==> config.mk <==
export PLATFORM = sky130hd
export DESIGN_NAME = vhos_sqrt
export DESIGN_NICKNAME = d
export VERILOG_FILES = /design/src/rtl/vhos_sqrt.sv
export SDC_FILE = /design/constraint.sdc
export NUM_CORES = 1
export LEC_CHECK = 0
export ABC_AREA = 1
export BUFFER_PORTS_ARGS = -buffer_cell sky130_fd_sc_hd__buf_2
export CELL_PAD_IN_SITES_DETAIL_PLACEMENT = 1
export CELL_PAD_IN_SITES_GLOBAL_PLACEMENT = 1
export CORE_MARGIN = 4
export CORE_UTILIZATION = 44
export DETAILED_ROUTE_END_ITERATION = 16
export PLACE_DENSITY_LB_ADDON = 0.1
export SLEW_MARGIN = 15
export SYNTH_ARGS = -nofsm -noshare
export SYNTH_HDL_FRONTEND = slang
export SYNTH_SLANG_ARGS = --single-unit
==> constraint.sdc <==
create_clock -name clk -period 8.6 [get_ports clk]
set_clock_uncertainty 0.1 [all_clocks]
set_input_delay 0.86 -clock clk [delete_from_list [all_inputs] [get_ports clk]]
set_output_delay 0.86 -clock clk [all_outputs]
set_load 0.1 [all_outputs]
==> src/rtl/vhos_sqrt.sv <==
// Bit-pair floor square root of a 64-bit value, one step a cycle.
// No dependencies.
module vhos_sqrt (
  input  logic        clk,
  input  logic        rst_n,
  input  logic        start,
  input  logic [63:0] radicand,
  output logic        busy,
  output logic [31:0] root
);

  logic [63:0] x_r, x_nxt, res_r, res_nxt, bit_r, bit_nxt;

  // Classic digit-by-digit method over 32 steps.
  always_comb begin
    x_nxt   = x_r;
    res_nxt = res_r;
    bit_nxt = bit_r;
    if (start) begin
      x_nxt   = radicand;
      res_nxt = '0;
      bit_nxt = 64'h4000_0000_0000_0000;
    end else if (bit_r != 64'd0) begin
      if (x_r >= res_r + bit_r) begin
        x_nxt   = x_r - (res_r + bit_r);
        res_nxt = (res_r >> 1) + bit_r;
      end else begin
        res_nxt = res_r >> 1;
      end
      bit_nxt = bit_r >> 2;
    end
  end

  always_ff @(posedge clk) begin
    if (!rst_n) begin
      bit_r <= '0;
    end else begin
      bit_r <= bit_nxt;
    end
    x_r   <= x_nxt;
    res_r <= res_nxt;
  end

  assign busy = (bit_r != 64'd0) || start;
  assign root = res_r[31:0];

endmodule

==> results.md, run 1 <==
- Synth cell types: 45
- Initial core utilization: 44.47%
- Hold buffer count at cts: 0
- Final GP Congestion: 1.037
- Root Buffer: clkbuf_16
- Clock Sinks: 160
- Post-layout net count: 3733
- Die area: 48140 um2
- EDFF count, synth: 64
- DRT iter0 DRCs: 1577
- PnR Total Power: 6868 uW
- P_leak: 0.009674 uW
- Maximum vdd ir drop: 0.1737 mV
- WL/cell: 21.38 um
- Req. time, crit path: 8.64 ns
- Post-route ant nets: 0
- Die Width: 219.4 um
- Reg2Reg Setup Slack: 2.10 ns
- Crit share post-route: 75.57%
- Vias: 23310
- Max-slew headroom: 25.09%
- Core Area: 44220 um2
- Share of post-route cells with drive strength above 1: 5.524%
- Syn Std Cell Area: 19660 um2
- TNS Setup: 0 ns
- Initial antenna violation count: 0
- Net Count, Synth: 3686
- Yosys top cell by area: nand2_1
- Crit path launch type: register
- CP Max Fanout: 64
- WL met2: 42740 um
- Fin. Hold Viols: 0
- Htree depth: 4
- Slew @ Worst Pin: 1.121 ns
- Fmax: 0.1539 GHz
- Max_cap viols: 0
- Vias in the first global route: 24330
- Global-route wire length before repair: 134600 um
- Crit path top cell by count: nand2_1
- FILL cells: 6429
- Commonest cells after routing, fill and taps aside: nand2_1 (1141), inv_1 (549), nor2_1 (406)
- Commonest non-fill, non-tap cell in the layout: nand2_1
- Final HPWL DP: 73580 um
- Reg2reg path depth: 19
- Rows: 77
- First drt pass iteration count: 5
- Outcome: completed
- Critical-path cell list: ha_1 -> nand2_1 -> o21ai_0 -> nand2_1 -> o21ai_0 -> a21oi_1 -> o21ai_0 -> xnor2_1 -> ha_1 -> nand2_1 -> nor2_2 -> nand2_1 -> nor2_1 -> nand4_1 -> nand3_2 -> nand2_4 -> buf_4 -> a31oi_4 -> buf_4
- Clock latency on the worst-skew pair: 0.52 ns
- Vias per cell: 5.631
- Met3 wire len: 3855 um
- Crit path capture type: register
- DRC viols: 0
- Setup violators final: 0
- Total routed wirelength: 88520 um
- Reg2reg start: res_r[22]
- Yosys warns: 0
- IO Port Bufs: 99
- CP Data Arrival Time: 6.54 ns
- Area contributors post-synth: nand2_1 (22%), inv_1 (10%), dfxtp_1 (9.8%)
- Clock buffer depth: 2
- Clock-pin transition on the worst setup and hold timing paths: 0.07 ns
- Minimum clock period after layout: 6.499 ns
- Die H: 219.4 um
- GRT Total Usage: 36.58%
- Cell area power density: 325.2 nW/um2
- R2r endpoint: x_r[20]
- Largest net degree at the start of global routing: 76
- Predominant post-synthesis flop cell: dfxtp_1
- Finished Layout Cells: 4140
- Diode count: 0
- Worst path slowest cell: buf_4
- Critical Path Start: res_r[22]
- Max stage delay on crit path: 0.77 ns
- CTS tree: done
- Seq/Total Area, Yosys: 19.55%
- Setup Buffers After CTS: 0
- Highest routed metal layer: met4
- Layout area overhead: 7.400%
- Setup crit end: x_r[20]
- #FFs+latches synth: 160
- Ys async rst share: 0%
- Slew Limit Fails: 0
- Synth Area per Inst: 5.638 um2
- Mapped Cells: 3488
- Dpl cells: 4108
- Hold Crit Class: reg2reg
- Total CTS buffers: 17
- Resize count post-CTS: 0
- Top cell type's share of synthesized area: 21.78%
- Top-Level Pins: 100
- WL met1: 36750 um
- Critical path class: reg2reg
- RSZ-0062 raised after global routing: no
- GRT Residual Overflow: 0
-- worst min path at each step --
stage                     startpoint         to  slack, ns  depth (start not counted)
after global routing       bit_r[42]  bit_r[40]       0.40                          2
after floorplan             bit_r[2]   bit_r[0]       0.34                          2
after global placement     bit_r[30]  bit_r[28]       0.35                          2
final                      bit_r[30]  bit_r[28]       0.37                          2
after detailed placement   bit_r[30]  bit_r[28]       0.37                          2
after CTS                  bit_r[30]  bit_r[28]       0.37                          2
-- cells in the mapped netlist, types with 2 or more instances --
cell and count:
ha_1 130, clkbuf_1 28, o21ai_0 171, o21bai_1 23, inv_2 13, nand3_2 4, inv_1 549, a21oi_1 166
xor2_1 50, nand3b_1 23, buf_6 6, o21ai_1 34, edfxtp_1 64, and2_1 4, nand4_1 42, a21oi_2 2
xnor2_1 47, nor3_1 39, a21o_1 10, nand2_2 6, nor2_2 9, buf_2 10, a21boi_0 5, nand3_1 313
dfxtp_1 96, nor2_1 407, a211oi_1 3, o211ai_1 5, nor4_1 15, nand2_1 1141, o21a_1 5, or2_2 15
buf_1 5, buf_4 32, a31oi_1 6
-- cell families (layout without fill, tap and decap cells) --
| logic type | count (synthesis) | in the layout | synth area share, % |
|---|---|---|---|
| buffers and inverters | 644 | 704 | 13.20 |
| AOI/OAI and AO/OA | 433 | 433 | 11.84 |
| and+or+nand+nor | 2023 | 2023 | 42.72 |
| DFF | 160 | 160 | 19.55 |
| adders and majority gates | 131 | 131 | 8.374 |
| xor gates and xnor gates | 97 | 97 | 4.320 |
-- critical path, delay by kind of cell, from the launching register on --
| kind | cells | cell delay, ns |
|---|---|---|
| AO/OA/AOI/OAI | 5 | 1.69 |
| XOR/XNOR | 1 | 0.19 |
| adder cells (fa/ha/maj) | 2 | 0.76 |
| buffers and inverters | 2 | 1.11 |
| flip-flops | 1 | 0.58 |
| AND/OR/NAND/NOR | 9 | 1.58 |
-- per-layer routing --
layer / GRT usage (%) / vias up
met2: 63.75 / 695
li1: - / 11170
met4: 19.87 / 0
met3: 4.071 / 222
met5: 0 / -
met1: 43.95 / 11220
-- stage by stage --
stage                     setup slack [ns]  cell area (um2)  hold WS, ns  util [%]
after floorplan                      1.387            19660       0.3413         -
after global placement               2.531            20520       0.3513     46.40
after detailed placement             2.282            20520       0.3673     46.40
after CTS                            2.227            21120       0.3717     47.76
after global routing                 1.826            21120       0.3954     47.76
final                                2.101            21120       0.3722     47.76
-- registers in the layout (all words and copies together), names as in the netlist --
name,flops
bit_r,32
x_r,64
res_r,64
-- area by class of cell --
type,count,area (um2),area share (%)
clock buffer,20,457.9,2.168
clock inverter,12,142.6,0.6754
inverter,562,2110,9.989
multi-input combinational,2684,13250,62.72
sequential,160,3844,18.20
tap,592,740.7,3.507
timing repair buffer,110,578.1,2.737
-- where the power goes --
part,switching [uW],leakage [uW],internal [uW]
sequential,275,0.00142,1110
clock,392,0.000294,450
combinational,3230,0.00796,1410
total,3890,0.00967,2970
No activity file was read; power rests on OpenSTA's default activity.
==> run 2, diff against run 1 <==
clock period = 6.15 ns   (was 8.6 ns; I/O delays follow)
==> results.md, run 2 (synthesis results as in run 1) <==
- Req. time, crit path: 6.51 ns (-2.13 ns)
- Core Area: 44220 um2 (unchanged)
- Clock latency on the worst-skew pair: 0.51 ns (about the same)
- Outcome: completed
- Die Width: 219.4 um (unchanged)
- Reg2reg path depth: 22 (+3)
- Cell area power density: 456.8 nW/um2 (+40%)
- Max_cap viols: 0 (unchanged)
- Final GP Congestion: 1.041 (+0.37%)
- Share of post-route cells with drive strength above 1: 5.767% (+0.24 points)
- Htree depth: 4 (unchanged)
- Initial core utilization: 44.47% (unchanged)
- DRC viols: 0 (unchanged)
- Total routed wirelength: 90720 um (+2.5%)
- RSZ-0062 raised after global routing: no
- CP Data Arrival Time: 6.12 ns (-0.42 ns)
- Worst path slowest cell: dfxtp_1
- Setup Buffers After CTS: 0 (unchanged)
- P_leak: 0.009719 uW (+0.46%)
- TNS Setup: 0 ns (unchanged)
- Post-route ant nets: 0 (unchanged)
- Clock-pin transition on the worst setup and hold timing paths: 0.08 ns (about the same)
- Hold Crit Class: in2reg
- Crit path launch type: register
- Commonest cells after routing, fill and taps aside: nand2_1 (1141), inv_1 (549), nor2_1 (406)
- Fin Hold WS: 0.2060 ns (-0.1662 ns)
- Post-layout instance area: 21190 um2 (+0.36%)
- Hold path startpoint: rst_n
- Hold buffer count at cts: 0 (unchanged)
- Final HPWL DP: 75560 um (+2.7%)
- Clock buffer depth: 2 (unchanged)
- Hold Path End: bit_r[62]
- Critical path class: reg2reg
- Reg2Reg Setup Slack: 0.39 ns (-1.71 ns)
- Slew Limit Fails: 0 (unchanged)
- Dpl cells: 4115 (+0.17%)
- Crit path top cell by count: nand2_1
- Root Buffer: clkbuf_16
- Post-layout net count: 3740 (+0.19%)
- Vias in the first global route: 24610 (+1.1%)
- Setup violators final: 0 (unchanged)
- Fin. Hold Viols: 0 (unchanged)
- Commonest non-fill, non-tap cell in the layout: nand2_1
- Global-route wire length before repair: 137400 um (+2.1%)
- Crit path capture type: register
- Top-Level Pins: 100 (unchanged)
- Largest net degree at the start of global routing: 75 (-1.3%)
- Rows: 77 (unchanged)
- WL/cell: 21.88 um (+2.3%)
- GRT Total Usage: 37.43% (+0.85 points)
- DRT iter0 DRCs: 1907 (+21%)
- Die H: 219.4 um (unchanged)
- Clock Sinks: 160 (unchanged)
- Vias per cell: 5.682 (+0.91%)
- FILL cells: 6434 (+0.078%)
- Top flop regs: res_r x64, x_r x64, bit_r x32
- First drt pass iteration count: 5 (unchanged)
- Finished Layout Cells: 4147 (+0.17%)
- Total CTS buffers: 17 (unchanged)
- PnR Total Power: 9682 uW (+41%)
- Slew @ Worst Pin: 1.131 ns (+0.01002 ns)
- Critical Path Start: res_r[22]
- Vias: 23560 (+1.1%)
- Max stage delay on crit path: 0.59 ns (-0.18 ns)
- Placement Cell Area: 20610 um2 (+0.44%)
- Fmax: 0.1736 GHz (+13%)
- WHS Path Cells: 3 (+1)
- Minimum clock period after layout: 5.760 ns (-0.7389 ns)
- CP Max Fanout: 46 (-28%)
- IO Port Bufs: 99 (unchanged)
- Initial antenna violation count: 0 (unchanged)
- CTS tree: done
- Reg2reg start: res_r[22]
- Resize count post-CTS: 0 (unchanged)
- GRT Residual Overflow: 0 (unchanged)
- R2r endpoint: res_r[29]
- Diode count: 0 (unchanged)
- Crit share post-route: 93.66% (+18 points)
- Max-slew headroom: 24.42% (-0.67 points)
- Critical-path cell list: ha_1 -> nand2_1 -> o21ai_0 -> nand2_1 -> o21ai_0 -> a21oi_1 -> o21ai_0 -> nand3_1 -> nand2_1 -> xnor2_1 -> ha_1 -> nand2_1 -> nor3_1 -> nand2_1 -> nor3_2 -> nand2_4 -> nand2_2 -> buf_12 -> nand2_1 -> o21ai_0 -> nand2_1 -> nand2_1
- Die area: 48140 um2 (unchanged)
- Layout area overhead: 7.782%
- Maximum vdd ir drop: 0.2884 mV (+66%)
-- run 2: routing by layer --
layer	GRT usage, %	part of all wire (%)	routed length [um]	vias up
met5	0	0	0	-
met4	23.00	7.0	6323	0
met3	4.445	4.9	4478	243
met2	63.68	47	42450	777
met1	44.99	41	37460	11350
li1	-	-	-	11200
-- run 2: final cells by class --
class	instances	area (um2)	share of cell area (%)
Clock buffer	19	464.2	2.190
Clock inverter	13	121.4	0.5726
Inverter	562	2110	9.953
Multi-Input combinational cell	2684	13250	62.50
Sequential cell	160	3844	18.14
Tap cell	592	740.7	3.495
Timing Repair Buffer	117	668.1	3.152
-- run 2: through the flow --
stage	utilization, %	setup slack, ns
final	47.93	0.3897
after global routing	47.93	0.02366
after CTS	47.93	0.5254
after detailed placement	46.60	0.5408
after global placement	46.60	0.6541
after floorplan	-	0.4946
-- run 2: how the worst max path moves through the flow --
| stage | end | slack, ns | depth (start not counted) |
|---|---|---|---|
| after floorplan | x_r[0] | 0.49 | 18 |
| after global placement | x_r[60] | 0.65 | 21 |
| after detailed placement | res_r[29] | 0.54 | 22 |
| after CTS | res_r[29] | 0.53 | 22 |
| after global routing | res_r[29] | 0.02 | 22 |
| final | res_r[29] | 0.39 | 22 |
-- run 2: worst max-delay path: cells and delay by family (launching register included) --
| kind | cells | cell delay (ns) |
|---|---|---|
| xor gates and xnor gates | 1 | 0.08 |
| and+or+nand+nor | 13 | 2.70 |
| adders and majority gates | 2 | 0.72 |
| DFF | 1 | 0.59 |
| AOI/OAI and AO/OA | 5 | 1.20 |
| buffers and inverters | 1 | 0.27 |
-- run 2: power breakdown --
group | switching [uW] | total (uW) | internal, uW
clock network | 560 | 1130 | 565
registers | 351 | 1900 | 1550
logic | 4620 | 6660 | 2030
