File: config.mk
export PLATFORM = sky130hd
export DESIGN_NAME = vhos_div
export DESIGN_NICKNAME = d
export VERILOG_FILES = /design/src/rtl/vhos_pkg.sv /design/src/rtl/vhos_div.sv
export SDC_FILE = /design/constraint.sdc
export NUM_CORES = 1
export LEC_CHECK = 0
export BUFFER_PORTS_ARGS = -buffer_cell sky130_fd_sc_hd__buf_2
export CAP_MARGIN = 20
export CORE_ASPECT_RATIO = 2
export CORE_MARGIN = 2
export CORE_UTILIZATION = 62
export CTS_BUF_LIST = sky130_fd_sc_hd__clkbuf_4 sky130_fd_sc_hd__clkbuf_8 sky130_fd_sc_hd__clkbuf_16
export DETAILED_ROUTE_END_ITERATION = 10
export MAX_ROUTING_LAYER = met4
export PLACE_DENSITY_LB_ADDON = 0.2
export SLEW_MARGIN = 5
export SYNTH_ARGS = -nofsm -noshare
export SYNTH_HDL_FRONTEND = slang
export SYNTH_SLANG_ARGS = --single-unit
File: constraint.sdc
create_clock -name clk -period 9.1 [get_ports clk]
set_input_delay 0.455 -clock clk [delete_from_list [all_inputs] [get_ports clk]]
set_output_delay 0.455 -clock clk [all_outputs]
set_load 0.02 [all_outputs]
File: src/rtl/vhos_pkg.sv
// Package for the value histogram and outlier statistics block.
// Holds widths, reset constants, error codes and the result kind codes.
// No dependencies.
package vhos_pkg;

  localparam int VAL_W      = 24;
  localparam int MAX_ITEMS_D = 1024;
  localparam int MAX_BINS_D  = 32;
  localparam int SUM_W      = 34;
  localparam int SQ_W       = 57;
  localparam int CNT_W      = 11;

  localparam logic [5:0] BIN_COUNT_RST = 6'd32;
  localparam logic [7:0] OUT_FACT_RST  = 8'd48;

  localparam logic [0:0] CFG_BIN_COUNT  = 1'b0;
  localparam logic [0:0] CFG_OUT_FACTOR = 1'b1;

  localparam logic [1:0] ERR_OK       = 2'd0;
  localparam logic [1:0] ERR_TOO_FEW  = 2'd1;
  localparam logic [1:0] ERR_OVERFLOW = 2'd2;

  localparam logic KIND_BIN     = 1'b0;
  localparam logic KIND_SUMMARY = 1'b1;

  localparam logic signed [VAL_W-1:0] VAL_MOST_POS = 24'sh7FFFFF;
  localparam logic signed [VAL_W-1:0] VAL_MOST_NEG = 24'sh800000;

  // Request record for the shared divider.
  typedef struct packed {
    logic        start;
    logic [63:0] num;
    logic [63:0] den;
  } vhos_div_req_t;

endpackage

File: src/rtl/vhos_div.sv
// Shared restoring divider, one quotient bit a cycle, 64-bit unsigned.
// Depends on vhos_pkg.
module vhos_div (
  input  logic                   clk,
  input  logic                   rst_n,
  input  vhos_pkg::vhos_div_req_t req,
  output logic                   busy,
  output logic [63:0]            quot
);
  import vhos_pkg::*;

  logic [63:0] rem_r, rem_nxt, quo_r, quo_nxt, den_r, den_nxt;
  logic [6:0]  cnt_r, cnt_nxt;
  logic [64:0] trial;

  // Shift one numerator bit into the remainder and try a subtract.
  always_comb begin
    rem_nxt = rem_r;
    quo_nxt = quo_r;
    den_nxt = den_r;
    cnt_nxt = cnt_r;
    trial   = '0;
    if (req.start) begin
      rem_nxt = '0;
      quo_nxt = req.num;
      den_nxt = req.den;
      cnt_nxt = 7'd64;
    end else if (cnt_r != 7'd0) begin
      trial = {rem_r, quo_r[63]} - {1'b0, den_r};
      if (!trial[64]) begin
        rem_nxt = trial[63:0];
        quo_nxt = {quo_r[62:0], 1'b1};
      end else begin
        rem_nxt = {rem_r[62:0], quo_r[63]};
        quo_nxt = {quo_r[62:0], 1'b0};
      end
      cnt_nxt = cnt_r - 7'd1;
    end
  end

  always_ff @(posedge clk) begin
    if (!rst_n) begin
      cnt_r <= '0;
    end else begin
      cnt_r <= cnt_nxt;
    end
    rem_r <= rem_nxt;
    quo_r <= quo_nxt;
    den_r <= den_nxt;
  end

  assign busy = (cnt_r != 7'd0) || req.start;
  assign quot = quo_r;

endmodule

==> results of run 1 <==
==> cells by family after synthesis <==
family	after synthesis	synth area share (%)
AND/OR/NAND/NOR	369	13.69
multiplexers	66	6.175
adder cells (fa/ha/maj)	66	6.947
XOR/XNOR	60	4.381
AO/OA/AOI/OAI	341	19.46
flip-flops	199	43.89
buffers and inverters	156	5.455
==> flip-flops by register name (all words and copies together) (netlist names) <==
signal,cells
den_r,64
quot,64
rem_r,64
cnt_r,7
==> Yosys cell counts, types with 4 or more instances <==
cell type	number	area share, %
sky130_fd_sc_hd__nand2_1	142	4.4
sky130_fd_sc_hd__edfxtp_1	128	32
sky130_fd_sc_hd__nor2_1	109	3.4
sky130_fd_sc_hd__a21oi_1	99	4.1
sky130_fd_sc_hd__inv_1	83	2.6
sky130_fd_sc_hd__dfxtp_1	71	12
sky130_fd_sc_hd__ha_1	65	6.8
sky130_fd_sc_hd__mux2_2	64	6.0
sky130_fd_sc_hd__o21ai_0	59	2.5
sky130_fd_sc_hd__clkbuf_1	41	1.3
sky130_fd_sc_hd__a311oi_1	34	2.5
sky130_fd_sc_hd__xnor2_1	30	2.2
sky130_fd_sc_hd__xor2_1	30	2.2
sky130_fd_sc_hd__nand4_1	29	1.5
sky130_fd_sc_hd__a21o_1	26	1.6
sky130_fd_sc_hd__nor3_1	22	0.92
sky130_fd_sc_hd__buf_2	21	0.88
sky130_fd_sc_hd__nand3_1	19	0.79
sky130_fd_sc_hd__a211oi_1	15	0.94
sky130_fd_sc_hd__o211a_1	14	1.2
sky130_fd_sc_hd__o211ai_1	13	0.81
sky130_fd_sc_hd__and3_1	11	0.57
sky130_fd_sc_hd__o21bai_1	11	0.69
sky130_fd_sc_hd__or3_1	9	0.47
sky130_fd_sc_hd__nand2b_1	8	0.42
sky130_fd_sc_hd__o21a_1	8	0.50
sky130_fd_sc_hd__a31oi_1	7	0.37
sky130_fd_sc_hd__a221oi_1	6	0.44
sky130_fd_sc_hd__a41oi_1	6	0.44
sky130_fd_sc_hd__buf_4	5	0.31
sky130_fd_sc_hd__nor2b_1	5	0.26
sky130_fd_sc_hd__a221o_1	4	0.33
sky130_fd_sc_hd__o21ai_1	4	0.17
==> layer usage <==
metal  GRT usage, %  up-vias  wire, um
met5              -        -         0
met4          22.10        0      2320
met3          5.815      152      1541
met2          54.51      408     16150
met1          30.48     4719     10500
li1               -     4911         -
==> layout by cell type, fill, tap and decap left out, types with 59 or more instances in the layout <==
| cell | synthesis | routed |
|---|---|---|
| sky130_fd_sc_hd__buf_2 | 21 | 194 |
| sky130_fd_sc_hd__nand2_1 | 142 | 141 |
| sky130_fd_sc_hd__edfxtp_1 | 128 | 128 |
| sky130_fd_sc_hd__nor2_1 | 109 | 108 |
| sky130_fd_sc_hd__a21oi_1 | 99 | 99 |
| sky130_fd_sc_hd__inv_1 | 83 | 83 |
| sky130_fd_sc_hd__dfxtp_1 | 71 | 71 |
| sky130_fd_sc_hd__ha_1 | 65 | 65 |
| sky130_fd_sc_hd__mux2_2 | 64 | 64 |
| sky130_fd_sc_hd__o21ai_0 | 59 | 59 |
==> final cells by class <==
cell class	count	share of cell area (%)
clock buffer	21	3.523
clock inverter	11	0.6532
inverter	83	2.291
multi-input combinational	902	44.77
sequential	199	38.71
tap	259	2.383
timing repair buffer	203	7.663
==> report_power, final <==
group | switching [mW] | internal, mW | total (mW)
Combinational | 1.42 | 0.841 | 2.26
Clock | 0.350 | 0.385 | 0.735
Sequential | 0.173 | 1.27 | 1.44
==> critical path: stages, from the launching register on <==
cell and delay, ns:
sky130_fd_sc_hd__edfxtp_1 0.37, sky130_fd_sc_hd__inv_1 0.05, sky130_fd_sc_hd__ha_1 0.21, sky130_fd_sc_hd__fa_1 0.38, sky130_fd_sc_hd__nand2b_1 0.20, sky130_fd_sc_hd__a211oi_1 0.34, sky130_fd_sc_hd__o21ai_0 0.21, sky130_fd_sc_hd__a2111oi_2 0.51
sky130_fd_sc_hd__o21a_1 0.31, sky130_fd_sc_hd__o211a_2 0.95, sky130_fd_sc_hd__nand3_1 0.38, sky130_fd_sc_hd__o21ai_0 0.26
==> path summary, 6_finish.rpt <==
check / endpoint / startpoint / slack [ns] / depth (start not counted)
max: rem_r[61] / quot[63] / 4.84 / 11
min: den_r[4] / req[4] / 0.17 / 1
max reg2reg: rem_r[61] / quot[63] / 4.84 / 11
min reg2reg: rem_r[1] / rem_r[1] / 0.49 / 2
==> impl_metrics.tcl, run 1 <==
set metrics [dict create \
    ant_nets 0 \
    fmax_ghz 0.2348 \
    drt-pass1-iter-count 5 \
    final.hold.worst_slack_ns 0.1721 \
    ctsResizeCount 0 \
    cellPowerDensity_mw_per_mm2 326.2 \
    share_of_post_route_cells_with_drive_strength_above_1_pct 22.48 \
    worst_slack_ns 4.841 \
    synth_top_flop_cell "sky130_fd_sc_hd__edfxtp_1" \
    place_inst 1646 \
    synthesis.yosys.warnings 0 \
    tightest_slew_ns 1.121 \
    dieHeight_um 200.7 \
    cts_post_setup_buffers_inserted 0 \
    rows 72 \
    synth_seq_cells 199 \
    fin_skew_ns 0.01682 \
    chipWidth_um 102.4 \
    critPathMaxFanout 43 \
    final_min_period_over_clock_period_pct 46.81 \
    post_cts_hold_buffer_count 0 \
    cts.path.max_buffers 2 \
    tritoncts_clock_tree "built" \
    antenna_cells 0 \
    cts-root-buf "sky130_fd_sc_hd__clkbuf_16" \
    grt_start_max_net_pins 101 \
    overflow 0 \
    power.total_mw 4.437 \
    critPathArrivalTime_ns 4.63 \
    max-cap-violations 0 \
    final_util_pct 70.88 \
    grt_pass1_wl_um 48920 \
    final.setup.tns_ns 0 \
    postRouteWirelength_um 30510 \
    power.static_leakage_nw 5.894 \
    syn_avg_cell_area_sq_um 9.543 \
    avgRoutedWirePerCell_um 18.18 \
    area_taken_by_multi_input_logic_gates_sq_mm 0.006090 \
    clk_pin_slew_ns 0.07 \
    crit_required_ns 9.48 \
    postSynth.asyncResetShare_pct 0 \
    slew_viol_final 0 \
    routabilityCongestion 1.004 \
    io-pin-count 196 \
    routed_via_density 6.073 \
    detailroute.via_count 10190 \
    drt_first_iter_violations 575 \
    antenna_found_initial 0 \
    start_util_pct 62.51 \
    synth-edff-count 128 \
    flow.area_growth_from_synthesis_pct 13.38 \
    portBuffers 195 \
    cts_buffers 17 \
    hold_path_class "in2reg" \
    ys_seq_area_share_pct 43.89 \
    detailed_place_hpwl_um 22900 \
    setup_viol 0 \
    finalHoldViolCount 0 \
    vdd.ir_drop.worst_v 0.0002651 \
    core_area_sq_mm 0.01919 \
    globalRouteTotalUtil_pct 31.50 \
    mappedNetlistArea_sq_mm 0.01200 \
    floorplan.die_area_sq_mm 0.02054 \
    cts_sinks 199 \
    worst_skew_pair.late_latency_ns 0.46 \
    seqCellArea_sq_mm 0.005265 \
    status "completed" \
    relative_slew_slack_pct 25.28 \
    preCtsSetupSlack_ns 4.883 \
    finish.net_count 1603 \
    post_synth_inst_count 1257 \
    synthDistinctLibCells 67 \
    route.detailed.drc 0 \
    fill_cells 1505 \
    design_area_sq_mm 0.01360 \
    rsz0062_at_grt "false" \
    endpoint_kind "flip-flop" \
    htreeDepth 4 \
    placed_cell_area_sq_mm 0.01303 \
    layout.cells.non_filler 1678 \
    first_global_vias 10470 \
    fin_crit_ns 4.259 \
    synth_nets 1454 \
    timing.critical_path.from_type "flip-flop" \
    timing.setup.critical_path_class "reg2reg" \
]
(Power assumes the default switching activity.)
==> inputs of run 2 (changes only) <==
- CORE_UTILIZATION: 62 -> 52
- clock period: 9.1 -> 3.89 ns (I/O delays scaled with it)
==> impl_metrics.tcl, run 2 (synthesis gave the netlist of run 1 again) <==
set metrics [dict create \
    route.detailed.drc 0 \
    max-cap-violations 0 \
    holdPathEnd "quot[12]" \
    routed_via_density 5.933 \
    status "completed" \
    cts-root-buf "sky130_fd_sc_hd__clkbuf_16" \
    tritoncts_clock_tree "built" \
    swShare_pct 44.15 \
    ant_nets 0 \
    rrSetupSlack_ns 0.26 \
    most_common_cell_after_layout_fill_and_taps_aside "sky130_fd_sc_hd__buf_2" \
    fill_cells 1948 \
    hold_path_class "in2reg" \
    critPathMaxFanout 31 \
    timing.setup.critical_path_class "reg2reg" \
    cellPowerDensity_mw_per_mm2 728.8 \
    cts_buffers 17 \
    timing.rr.end "rem_r[1]" \
    globalRouteTotalUtil_pct 27.80 \
    floorplan.die_area_sq_mm 0.02437 \
    fin_skew_ns 0.009885 \
    sequentialPowerShare_pct 32.3 \
    htreeDepth 4 \
    grt_pass1_wl_um 52250 \
    fmax_ghz 0.2751 \
    power.total_mw 10.49 \
    drt_first_iter_violations 568 \
    vdd.ir_drop.worst_v 0.0005081 \
    avgRoutedWirePerCell_um 18.23 \
    cts_sinks 199 \
    io-pin-count 196 \
    relative_slew_slack_pct 34.43 \
    crit_path_cell_trace "inv_1, ha_1, fa_1, nand2b_1, a211oi_1, o21ai_0, a2111oi_2, buf_4, o21a_1, o211a_1, buf_12, nor2_1, a211o_1, a21oi_1" \
    slew_viol_final 0 \
    crit_path_top_delay_cell "sky130_fd_sc_hd__edfxtp_1" \
    hp-start "req[76]" \
    timing.rr.start "quot[63]" \
    net-switching-power_mw 4.633 \
    endpoint_kind "flip-flop" \
    power.static_leakage_nw 6.249 \
    finish.net_count 1683 \
    detailed_place_hpwl_um 24630 \
    antenna_found_initial 0 \
    critPathArrivalTime_ns 4.02 \
    routabilityCongestion 1.048 \
    internal_power_mw 5.861 \
    crit_path_max_incr_delay_ns 0.39 \
    power.share.combinational_pct 51.6 \
    cts.path.max_buffers 2 \
    overflow 0 \
    postRouteWirelength_um 32440 \
    crit_required_ns 4.28 \
    grt_start_max_net_pins 82 \
    min_path_cells 2 \
    start_util_pct 52.98 \
    core_area_sq_mm 0.02264 \
    fin_crit_ns 3.635 \
    finalHoldViolCount 0 \
    detailroute.via_count 10550 \
    setup_viol 0 \
    final_cell_mix "194 x sky130_fd_sc_hd__buf_2, 141 x sky130_fd_sc_hd__nand2_1, 128 x sky130_fd_sc_hd__edfxtp_1" \
    r2r_cells 14 \
    ctsResizeCount 0 \
    rsz0062_at_grt "false" \
    chipWidth_um 111.4 \
    drt-pass1-iter-count 5 \
    final.setup.tns_ns 0 \
    share_of_post_route_cells_with_drive_strength_above_1_pct 22.08 \
    antenna_cells 0 \
    cts_post_setup_buffers_inserted 0 \
    timing.critical_path.from_type "flip-flop" \
    dieHeight_um 218.8 \
    portBuffers 195 \
    pwr-share-clk_pct 16.1 \
    flow.area_growth_from_synthesis_pct 20.04 \
    clk_pin_slew_ns 0.08 \
    rows 78 \
    first_global_vias 10950 \
    tightest_slew_ns 0.9836 \
    worst_skew_pair.late_latency_ns 0.46 \
    final_min_period_over_clock_period_pct 93.44 \
]
==> run 2: critical path, delay by kind of cell, from the launching register on <==
kind	cells	cell delay, ns
simple gates	2	0.26
compound gates	7	1.80
fa+ha+maj	2	0.60
buf+inv	3	0.48
flops	1	0.39
==> run 2: timing repair <==
item                                   CTS  global route
endpoints found under the hold margin   65             0
setup endpoints to repair                0             0
hold buffers                            65             0
==> run 2: power by group through the flow <==
stage / Combinational [mW] / Sequential [mW] / Clock [mW]
after floorplan: 3.62 / 3.63 / 0
after global placement: 5.24 / 3.41 / 0
after detailed placement: 5.30 / 3.42 / 0
after CTS: 5.37 / 3.39 / 1.73
after global routing: 5.95 / 3.47 / 1.80
final: 5.42 / 3.39 / 1.69
==> run 2: per-stage QoR <==
| step | hold slack, ns | worst slack (ns) | cell area (sq um) | cells | util (%) |
|---|---|---|---|---|---|
| after CTS | 0.01233 | 0.2641 | 14400 | 1779 | 63.59 |
| final | 0.03166 | 0.2553 | 14400 | 1779 | 63.59 |
| after detailed placement | 0.3726 | 0.2829 | 13200 | 1682 | 58.28 |
| after global routing | 0.02451 | 0.004698 | 14400 | 1779 | 63.59 |
| after global placement | 0.3708 | 0.4290 | 13200 | 1682 | 58.28 |
| after floorplan | 0.2934 | 0.2893 | 12000 | 1257 | - |
==> run 2: cell type report <==
type                    instances  area (sq um)  area share [%]
flip-flops and latches        199          5265           36.57
inverters                      83         311.5           2.164
multi-input cells             902          6090           42.29
clock buffers                  18         432.9           3.007
well taps                     280         350.3           2.433
clock inverters                14         118.9          0.8255
repair buffers                283          1831           12.71
==> run 2: worst max-delay path by stage <==
| stage | endpoint | cells past startpoint | from |
|---|---|---|---|
| 3_5_place_dp | rem_r[1] | 14 | quot[63] |
| 5_1_grt | rem_r[1] | 14 | quot[63] |
| 3_3_place_gp | rem_r[60] | 13 | quot[63] |
| 6_report | rem_r[1] | 14 | quot[63] |
| 4_1_cts | rem_r[1] | 14 | quot[63] |
| 2_1_floorplan | quot[0] | 8 | cnt_r[0] |
==> run 2: metal layers <==
metal | vias to the layer above | GRT usage, % | wire length (um)
met1 | 4964 | 26.14 | 11270
met5 | - | - | 0
li1 | 5072 | - | -
met2 | 367 | 50.71 | 17500
met3 | 151 | 4.391 | 1397
met4 | 0 | 20.12 | 2277
